==> src/rtl/itra_pkg.sv <==
package itra_pkg;

  localparam int STEP_BITS = 8;
  localparam int DIGIT_W   = 4;
  localparam int RADIX_W   = 5;
  localparam int CHAR_W    = 8;

  localparam logic [CHAR_W-1:0]  CH_ZERO   = 8'h30;
  localparam logic [CHAR_W-1:0]  CH_MINUS  = 8'h2D;
  localparam logic [CHAR_W-1:0]  CH_A      = 8'h41;
  localparam logic [RADIX_W-1:0] RADIX_MIN = 5'd2;
  localparam logic [RADIX_W-1:0] RADIX_MAX = 5'd16;

  typedef enum logic {
    KIND_ZERO,
    KIND_CONV
  } itra_kind_t;

  typedef struct packed {
    itra_kind_t         kind;
    logic               neg;
    logic [RADIX_W-1:0] radix;
  } itra_ctl_t;

  typedef enum logic [2:0] {
    B_IDLE,
    B_ZERO,
    B_DIV,
    B_SIGN,
    B_POP,
    B_OUT
  } itra_bstate_t;

  function automatic logic [CHAR_W-1:0] digit_char(input logic [DIGIT_W-1:0] d);
    logic [CHAR_W-1:0] c;
    if (d < 4'd10) begin
      c = CH_ZERO + CHAR_W'(d);
    end else begin
      c = CH_A + CHAR_W'(d - 4'd10);
    end
    return c;
  endfunction

endpackage

==> src/rtl/itra_ram.sv <==
module itra_ram #(
  parameter int WIDTH = 4,
  parameter int DEPTH = 32
) (
  input  logic                     clk,
  input  logic                     wr_en,
  input  logic [$clog2(DEPTH)-1:0] wr_addr,
  input  logic [WIDTH-1:0]         wr_data,
  input  logic                     rd_en,
  input  logic [$clog2(DEPTH)-1:0] rd_addr,
  output logic [WIDTH-1:0]         rd_data
);

  logic [WIDTH-1:0] mem [DEPTH];
  logic [WIDTH-1:0] rd_data_r;

  always_ff @(posedge clk) begin
    if (wr_en) begin
      mem[wr_addr] <= wr_data;
    end
    if (rd_en) begin
      rd_data_r <= mem[rd_addr];
    end
  end

  assign rd_data = rd_data_r;

endmodule

==> src/rtl/itra_front.sv <==
module itra_front #(
  parameter int VALUE_BITS = 32
) (
  input  logic                                    clk,
  input  logic                                    rst_n,
  input  logic                                    in_tvalid,
  output logic                                    in_tready,
  input  logic [((VALUE_BITS+itra_pkg::RADIX_W+7)/8)*8-1:0] in_tdata,
  input  logic                                    in_tuser,
  output logic                                    q_valid,
  input  logic                                    q_ready,
  output itra_pkg::itra_ctl_t                     q_ctl,
  output logic [VALUE_BITS-1:0]                   q_mag
);

  logic [VALUE_BITS-1:0]        value;
  logic [itra_pkg::RADIX_W-1:0] radix;
  logic                         neg;
  logic                         drop;
  logic                         bad;
  logic [VALUE_BITS-1:0]        mag;
  itra_pkg::itra_ctl_t          ctl;
  logic                         push;
  logic                         pop;

  itra_pkg::itra_ctl_t   ctl_r [2];
  logic [VALUE_BITS-1:0] mag_r [2];
  logic                  wr_ptr_r, wr_ptr_nxt;
  logic                  rd_ptr_r, rd_ptr_nxt;
  logic [1:0]            cnt_r, cnt_nxt;

  always_comb begin
    value     = in_tdata[VALUE_BITS-1:0];
    radix     = in_tdata[VALUE_BITS +: itra_pkg::RADIX_W];
    neg       = in_tuser & value[VALUE_BITS-1];
    drop      = in_tuser & (radix > itra_pkg::RADIX_MAX);
    bad       = (radix < itra_pkg::RADIX_MIN) | (radix > itra_pkg::RADIX_MAX);
    mag       = neg ? (~value + 1'b1) : value;
    ctl.radix = radix;
    ctl.neg   = neg & ~bad;
    ctl.kind  = (bad || mag == '0) ? itra_pkg::KIND_ZERO : itra_pkg::KIND_CONV;
  end

  assign in_tready = (cnt_r != 2'd2);
  assign push      = in_tvalid & in_tready & ~drop;
  assign q_valid   = (cnt_r != 2'd0);
  assign pop       = q_valid & q_ready;
  assign q_ctl     = ctl_r[rd_ptr_r];
  assign q_mag     = mag_r[rd_ptr_r];

  always_comb begin
    wr_ptr_nxt = push ? ~wr_ptr_r : wr_ptr_r;
    rd_ptr_nxt = pop ? ~rd_ptr_r : rd_ptr_r;
    cnt_nxt    = cnt_r + {1'b0, push} - {1'b0, pop};
  end

  always_ff @(posedge clk) begin
    if (!rst_n) begin
      wr_ptr_r <= 1'b0;
      rd_ptr_r <= 1'b0;
      cnt_r    <= 2'd0;
    end else begin
      wr_ptr_r <= wr_ptr_nxt;
      rd_ptr_r <= rd_ptr_nxt;
      cnt_r    <= cnt_nxt;
    end
  end

  always_ff @(posedge clk) begin
    if (push) begin
      ctl_r[wr_ptr_r] <= ctl;
      mag_r[wr_ptr_r] <= mag;
    end
  end

endmodule

==> src/rtl/itra_back.sv <==
module itra_back #(
  parameter int VALUE_BITS = 32,
  parameter int MAX_DIGITS = 32
) (
  input  logic                                clk,
  input  logic                                rst_n,
  input  logic                                q_valid,
  output logic                                q_ready,
  input  itra_pkg::itra_ctl_t                 q_ctl,
  input  logic [VALUE_BITS-1:0]               q_mag,
  output logic                                out_tvalid,
  input  logic                                out_tready,
  output logic [itra_pkg::CHAR_W-1:0]         out_tdata,
  output logic                                out_tlast
);

  localparam int PASSES = (VALUE_BITS + itra_pkg::STEP_BITS - 1) / itra_pkg::STEP_BITS;
  localparam int WORK_W = PASSES * itra_pkg::STEP_BITS;
  localparam int PASS_W = (PASSES > 1) ? $clog2(PASSES) : 1;
  localparam int CNT_W  = $clog2(MAX_DIGITS + 1);
  localparam int AW     = $clog2(MAX_DIGITS);

  itra_pkg::itra_bstate_t state_r, state_nxt;
  logic [WORK_W-1:0]               q_r, q_nxt;
  logic [itra_pkg::DIGIT_W-1:0]    rem_r, rem_nxt;
  logic [itra_pkg::RADIX_W-1:0]    radix_r, radix_nxt;
  logic                            sign_r, sign_nxt;
  logic [PASS_W-1:0]               pass_r, pass_nxt;
  logic [CNT_W-1:0]                cnt_r, cnt_nxt;
  logic                            out_valid_r, out_valid_nxt;
  logic [itra_pkg::CHAR_W-1:0]     out_char_r, out_char_nxt;
  logic                            out_last_r, out_last_nxt;

  logic                            out_free;
  logic                            load_out;
  logic [WORK_W-1:0]               div_q;
  logic [itra_pkg::DIGIT_W-1:0]    div_rem;
  logic                            ram_wr_en;
  logic                            ram_rd_en;
  logic [CNT_W-1:0]                cnt_m1;
  logic [itra_pkg::DIGIT_W-1:0]    ram_rd_data;

  itra_ram #(
    .WIDTH(itra_pkg::DIGIT_W),
    .DEPTH(MAX_DIGITS)
  ) u_stack (
    .clk    (clk),
    .wr_en  (ram_wr_en),
    .wr_addr(cnt_r[AW-1:0]),
    .wr_data(div_rem),
    .rd_en  (ram_rd_en),
    .rd_addr(cnt_m1[AW-1:0]),
    .rd_data(ram_rd_data)
  );

  // Restoring division of the working word by the base, one byte of the dividend per cycle.
  always_comb begin
    logic [itra_pkg::DIGIT_W-1:0]   r;
    logic [itra_pkg::DIGIT_W:0]     t;
    logic [itra_pkg::STEP_BITS-1:0] top;
    logic [itra_pkg::STEP_BITS-1:0] qb;
    r   = rem_r;
    top = q_r[WORK_W-1 -: itra_pkg::STEP_BITS];
    qb  = '0;
    for (int i = itra_pkg::STEP_BITS - 1; i >= 0; i--) begin
      t = {r, top[i]};
      if (t >= radix_r) begin
        r     = itra_pkg::DIGIT_W'(t - radix_r);
        qb[i] = 1'b1;
      end else begin
        r     = t[itra_pkg::DIGIT_W-1:0];
        qb[i] = 1'b0;
      end
    end
    div_rem = r;
    div_q   = (q_r << itra_pkg::STEP_BITS) | WORK_W'(qb);
  end

  assign out_free = ~out_valid_r | out_tready;
  assign cnt_m1   = cnt_r - 1'b1;

  always_comb begin
    state_nxt    = state_r;
    q_nxt        = q_r;
    rem_nxt      = rem_r;
    radix_nxt    = radix_r;
    sign_nxt     = sign_r;
    pass_nxt     = pass_r;
    cnt_nxt      = cnt_r;
    q_ready      = 1'b0;
    load_out     = 1'b0;
    out_char_nxt = out_char_r;
    out_last_nxt = out_last_r;
    ram_wr_en    = 1'b0;
    ram_rd_en    = 1'b0;
    case (state_r)
      itra_pkg::B_IDLE: begin
        q_ready = 1'b1;
        if (q_valid) begin
          q_nxt     = WORK_W'(q_mag);
          rem_nxt   = '0;
          radix_nxt = q_ctl.radix;
          sign_nxt  = q_ctl.neg;
          pass_nxt  = '0;
          cnt_nxt   = '0;
          state_nxt = (q_ctl.kind == itra_pkg::KIND_ZERO) ? itra_pkg::B_ZERO : itra_pkg::B_DIV;
        end
      end
      itra_pkg::B_ZERO: begin
        if (out_free) begin
          load_out     = 1'b1;
          out_char_nxt = itra_pkg::CH_ZERO;
          out_last_nxt = 1'b1;
          state_nxt    = itra_pkg::B_IDLE;
        end
      end
      itra_pkg::B_DIV: begin
        q_nxt = div_q;
        if (pass_r == PASS_W'(PASSES - 1)) begin
          pass_nxt = '0;
          rem_nxt  = '0;
          if (cnt_r < CNT_W'(MAX_DIGITS)) begin
            ram_wr_en = 1'b1;
            cnt_nxt   = cnt_r + 1'b1;
          end
          if (div_q == '0) begin
            state_nxt = sign_r ? itra_pkg::B_SIGN : itra_pkg::B_POP;
          end
        end else begin
          pass_nxt = pass_r + 1'b1;
          rem_nxt  = div_rem;
        end
      end
      itra_pkg::B_SIGN: begin
        if (out_free) begin
          load_out     = 1'b1;
          out_char_nxt = itra_pkg::CH_MINUS;
          out_last_nxt = 1'b0;
          state_nxt    = itra_pkg::B_POP;
        end
      end
      itra_pkg::B_POP: begin
        ram_rd_en = 1'b1;
        cnt_nxt   = cnt_m1;
        state_nxt = itra_pkg::B_OUT;
      end
      itra_pkg::B_OUT: begin
        if (out_free) begin
          load_out     = 1'b1;
          out_char_nxt = itra_pkg::digit_char(ram_rd_data);
          out_last_nxt = (cnt_r == '0);
          state_nxt    = (cnt_r == '0) ? itra_pkg::B_IDLE : itra_pkg::B_POP;
        end
      end
      default: begin
        state_nxt = itra_pkg::B_IDLE;
      end
    endcase
    out_valid_nxt = load_out | (out_valid_r & ~out_tready);
  end

  always_ff @(posedge clk) begin
    if (!rst_n) begin
      state_r     <= itra_pkg::B_IDLE;
      out_valid_r <= 1'b0;
      cnt_r       <= '0;
      pass_r      <= '0;
      sign_r      <= 1'b0;
    end else begin
      state_r     <= state_nxt;
      out_valid_r <= out_valid_nxt;
      cnt_r       <= cnt_nxt;
      pass_r      <= pass_nxt;
      sign_r      <= sign_nxt;
    end
  end

  always_ff @(posedge clk) begin
    q_r        <= q_nxt;
    rem_r      <= rem_nxt;
    radix_r    <= radix_nxt;
    out_char_r <= out_char_nxt;
    out_last_r <= out_last_nxt;
  end

  assign out_tvalid = out_valid_r;
  assign out_tdata  = out_char_r;
  assign out_tlast  = out_last_r;

endmodule

==> src/rtl/integer_to_radix_ascii.sv <==
// Channel | Direction | Beat contents
// in_     | slave     | tdata: value, radix, zero pad; tuser: func
// out_    | master    | tdata: char_code; tlast: last
//
// The front takes one beat per cycle into a two-entry queue while the queue has room;
// a signed beat whose base is above 16 is taken but dropped, giving no output.
// The divider makes each digit in one pass over the working word, eight bits a cycle.
// A zero value or any other bad base gives a lone '0'; signed negatives lead with '-'.
// Reset is synchronous; the digit stack needs no clearing.
// A stall on the output holds the back end, and the queue keeps taking input until full.
module integer_to_radix_ascii #(
  parameter int VALUE_BITS = 32,
  parameter int MAX_DIGITS = 32
) (
  input  logic                                    clk,
  input  logic                                    rst_n,
  input  logic                                    in_tvalid,
  output logic                                    in_tready,
  // Fields from bit 0: value, radix, zero pad to whole bytes.
  input  logic [((VALUE_BITS+itra_pkg::RADIX_W+7)/8)*8-1:0] in_tdata,
  // Fields from bit 0: func.
  input  logic                                    in_tuser,
  output logic                                    out_tvalid,
  input  logic                                    out_tready,
  // Fields from bit 0: char_code.
  output logic [itra_pkg::CHAR_W-1:0]             out_tdata,
  output logic                                    out_tlast
);

  logic                  q_valid;
  logic                  q_ready;
  itra_pkg::itra_ctl_t   q_ctl;
  logic [VALUE_BITS-1:0] q_mag;

  itra_front #(
    .VALUE_BITS(VALUE_BITS)
  ) u_front (
    .clk      (clk),
    .rst_n    (rst_n),
    .in_tvalid(in_tvalid),
    .in_tready(in_tready),
    .in_tdata (in_tdata),
    .in_tuser (in_tuser),
    .q_valid  (q_valid),
    .q_ready  (q_ready),
    .q_ctl    (q_ctl),
    .q_mag    (q_mag)
  );

  itra_back #(
    .VALUE_BITS(VALUE_BITS),
    .MAX_DIGITS(MAX_DIGITS)
  ) u_back (
    .clk       (clk),
    .rst_n     (rst_n),
    .q_valid   (q_valid),
    .q_ready   (q_ready),
    .q_ctl     (q_ctl),
    .q_mag     (q_mag),
    .out_tvalid(out_tvalid),
    .out_tready(out_tready),
    .out_tdata (out_tdata),
    .out_tlast (out_tlast)
  );

endmodule

==> config.mk <==
export PLATFORM = sky130hd
export DESIGN_NAME = integer_to_radix_ascii
export DESIGN_NICKNAME = d
export VERILOG_FILES = /design/src/rtl/itra_pkg.sv /design/src/rtl/itra_ram.sv /design/src/rtl/itra_front.sv /design/src/rtl/itra_back.sv /design/src/rtl/integer_to_radix_ascii.sv
export SDC_FILE = /design/constraint.sdc
export NUM_CORES = 1
export LEC_CHECK = 0
export BUFFER_PORTS_ARGS = -buffer_cell sky130_fd_sc_hd__clkbuf_2
export CAP_MARGIN = 20
export CORE_MARGIN = 2
export CORE_UTILIZATION = 60
export CTS_CLUSTER_SIZE = 16
export DETAILED_ROUTE_END_ITERATION = 8
export PLACE_DENSITY = 0.78
export RECOVER_POWER = 100
export SLEW_MARGIN = 20
export SYNTH_ARGS = -nofsm -noshare
export SYNTH_HDL_FRONTEND = slang
export SYNTH_SLANG_ARGS = --single-unit
==> constraint.sdc <==
create_clock -name clk -period 23.9 [get_ports clk]
set_clock_uncertainty 0.2 [all_clocks]
set_input_delay 1.195 -clock clk [delete_from_list [all_inputs] [get_ports clk]]
set_output_delay 1.195 -clock clk [all_outputs]
set_load 0.01 [all_outputs]
==> impl.org <==
** Run status
- Run status :: finished, violations left
- The checks that failed: max-capacitance violations, max-slew violations.

** Logic synthesis
- Flop and latch count out of synthesis :: 277
- Post-synth EDFFs :: 259
- Number of library cell types mapped by synthesis :: 67
- In the synthesized netlist the dominant register cell turns out to be sky130_fd_sc_hd__edfxtp_1.
- When the netlist entered floorplanning its net count stood at roughly 1,100.
- Post-synthesis sequential area ratio :: 0.593
- The synthesized design spends more area on one cell type than any other, namely sky130_fd_sc_hd__edfxtp_1.
- Top cells by area, synth :: sky130_fd_sc_hd__edfxtp_1 (57%), sky130_fd_sc_hd__mux4_2 (6.6%), sky130_fd_sc_hd__ha_1 (4.8%)
- Synthesized netlist cell count :: 1,003
- Synth top area share :: 0.566
- Average cell area after synthesis :: 13.7 sq um
- Yosys instantiated no cell more often than sky130_fd_sc_hd__edfxtp_1.
- Ranked by instance count, the synthesized netlist is headed by sky130_fd_sc_hd__edfxtp_1 (259), sky130_fd_sc_hd__nor2_1 (94), sky130_fd_sc_hd__a21oi_1 (61), sky130_fd_sc_hd__ha_1 (53), sky130_fd_sc_hd__nand2_1 (45).
- The Yosys step of the flow raised 0 warnings.
- After synthesis, the share of flip-flops with an asynchronous set or reset is 0.
- In this run the cell area of the synthesized design comes to 13,700 sq um.

** Placement
- Hpwl dp :: 18,900 microns
- Count of port buffers added during placement :: between 50 and 60
- The congestion estimate from routability-driven global placement came to 0.848.
- Post-placement setup slack :: 10.52 ns
- Total placed cells including tap cells :: 1,311

** Timing
- Slew @ Worst Pin :: 3.17 ns
- Max Transition Viols Final :: 224
- Clock period minus worst slack :: 15.55 ns
- For the final routed database, the setup TNS stands at 0 ns.
- Period utilization :: 0.650
- RSZ-0062 raised after global routing :: no
- Headroom to the max-slew limit came out at -1.11.
- Final WS setup :: 8.35 ns
- Final setup violation count :: 0
- The total count of hold-check failures in the final report came to 0.
- Max frequency :: 0.0643 GHz

** Routing
- Summed over all layers, the routed wires come to 28,200 microns.
- Antenna Nets Post-Route :: 0
- For this run, design rule violations remaining after detail routing come to 0.
- Post-DR wirelength/cell :: between 20 and 25 microns
- The first detailed-routing pass ran for 6 iterations.
- Routed via count divided by cell count :: roughly 6.1
- In this run, the number of DRC markers left after iteration 0 of detailed routing was 944.
- The detailed router placed 8,355 vias in this run.

** Layout
- The filler cells instantiated in the layout total 1,594.
- After the last flow step, the layout net total stands at 1,162.
- The finished layout holds 1,361 standard cells, fillers aside.
- From synthesis to final layout, the design area changed by 9.30%.
- Ratio of cells with drive above 1 in the final layout :: 0.128

** Hold path
- Worst hold-check path type :: register to register

** Clock network
- Num CTS Buffers :: 27
- CTS saw around 280 sinks.
- The clock reaches the later pin of the worst-skew pair after 0.54 ns.
- Buffer type at the clock tree root :: sky130_fd_sc_hd__clkbuf_16
- Clock-pin slew was measured on the worst setup and hold paths at 0.06 ns.
- Post-CTS repair changed the size of 0 cells.
- Maximum count of clock buffers along a single path :: 3
- CTS tree :: done
- Buffers added to address setup during post-CTS repair amount to 0.
- After clock tree synthesis, the flow added hold-fix buffers numbering 0.
- CTS H-Tree Depth :: 1

** Setup path
- The cell that appears most often on the critical path is sky130_fd_sc_hd__a21o_1.
- STA classifies the critical path startpoint as a register.
- CP arrival :: 15.46 ns
- For this run, the slowest stage of the critical path takes 1.12 ns.
- Highest net fanout along the worst path :: 32
- The slowest stage of the critical path belongs to the cell sky130_fd_sc_hd__a211oi_1.
- Worst Setup End Kind :: register
- Required time worst endpoint :: 23.82 ns
- The worst setup path is of the register to register kind.

** Floorplan
- During I/O placement, the number of pins put on the boundary was between 50 and 60.
- Number of core rows :: 55
- Starting density of the core :: 0.608
- Area of the core :: 22,600 sq um
- The die covers 24,100 sq um.
- The floorplan step set the die height to 155 microns.
- The die is 155 microns wide.

** Global routing
- The total overflow left after global routing is 0.
- The via count of the first global-routing pass is about 8,000.
- The first global-routing pass estimated 43,800 microns of wire.
- Pin count of the biggest net entering global routing :: 62
- The initial antenna violation count is 3.
- All-Layer GR Usage :: 0.237

** Run
- Max-capacitance violation count :: 6
-- cell type report --
type                            count  area [sq um]  share of cell area
Clock inverter                     15           125             0.00834
Tap cell                          285           357              0.0238
Multi-Input combinational cell    642          5230               0.349
Timing Repair Buffer               64           288              0.0192
Inverter                           44           165              0.0110
Antenna cell                        1          2.50            0.000167
Sequential cell                   277          8140               0.542
Clock buffer                       33           698              0.0465
-- sequential cells by signal, summed over array words and instances, names as in the netlist, named ones only --
register	flops
u_front.rd_ptr_r	1
u_front.mag_r	64
u_back.cnt_r	6
u_front.wr_ptr_r	1
u_back.pass_r	2
u_front.ctl_r	14
u_back.u_stack.rd_data	4
u_back.state_r	3
u_front.cnt_r	2
u_back.u_stack.mem	128
u_back.sign_r	1
u_back.rem_r	4
u_back.q_r	32
u_back.radix_r	5
u_back.out_tlast	1
u_back.out_tdata	7
u_back.out_tvalid	1
-- logic make-up (layout without fill, tap and decap cells) --
group,Yosys count,after routing,share of synthesized area
AO/OA/AOI/OAI,171,171,0.0807
other,1,2,0.000273
multiplexers,106,106,0.116
buffers and inverters,84,156,0.0233
AND/OR/NAND/NOR,246,246,0.0908
adder cells (fa/ha/maj),61,61,0.0600
XOR/XNOR,57,57,0.0364
flip-flops,277,277,0.593
-- per-layer routing --
metal | track usage | wire (microns) | vias to the layer above | part of all wire
li1 | - | - | 3928 | -
met1 | 0.354 | 12400 | 4068 | 0.44
met2 | 0.367 | 13000 | 305 | 0.46
met3 | 0.0401 | 2170 | 52 | 0.077
met4 | 0.0642 | 640 | 2 | 0.023
met5 | 0 | 16 | - | 0.00057
-- path summary, 6_finish.rpt --
path,startpoint,to,slack [ns],cells past startpoint
max,u_back.radix_r[1],u_back.u_stack.mem[16][0],8.35,47
min,u_back.pass_r[1],u_back.pass_r[1],0.29,2
min reg2reg,u_back.pass_r[1],u_back.pass_r[1],0.29,2
max reg2reg,u_back.radix_r[1],u_back.u_stack.mem[16][0],8.35,47
-- through the flow --
stage	hold slack [ns]	instance area [sq um]	utilization
2_1_floorplan	0.258	13700	-
3_3_place_gp	0.267	14300	0.633
3_5_place_dp	0.286	14300	0.634
4_1_cts	0.295	15100	0.671
5_1_grt	0.349	15000	0.665
6_report	0.293	15000	0.665
-- worst max-delay path: cells and delay by family (launching register included) --
family / cells / cell delay, ns
buffers and inverters: 5 / 2.10
adder cells (fa/ha/maj): 8 / 2.42
multiplexers: 7 / 2.27
AO/OA/AOI/OAI: 26 / 7.27
AND/OR/NAND/NOR: 1 / 0.14
flip-flops: 1 / 0.68
-- placed cells by master (no fill, tap or decap), types with 30 or more instances in the layout --
cell type                  Yosys  routed
sky130_fd_sc_hd__edfxtp_1    259     259
sky130_fd_sc_hd__nor2_1       94      94
sky130_fd_sc_hd__a21oi_1      61      59
sky130_fd_sc_hd__ha_1         53      53
sky130_fd_sc_hd__nand2_1      45      45
sky130_fd_sc_hd__inv_1        44      44
sky130_fd_sc_hd__mux2i_1      43      43
sky130_fd_sc_hd__mux4_2       40      40
sky130_fd_sc_hd__xnor2_1      36      36
sky130_fd_sc_hd__clkbuf_1     34      36
sky130_fd_sc_hd__clkbuf_2      1      32
sky130_fd_sc_hd__o21ai_0      28      30
Power is left out: the tool's default activity adds up to more than one toggle a clock period on the data nets, which glitch-free logic cannot reach.
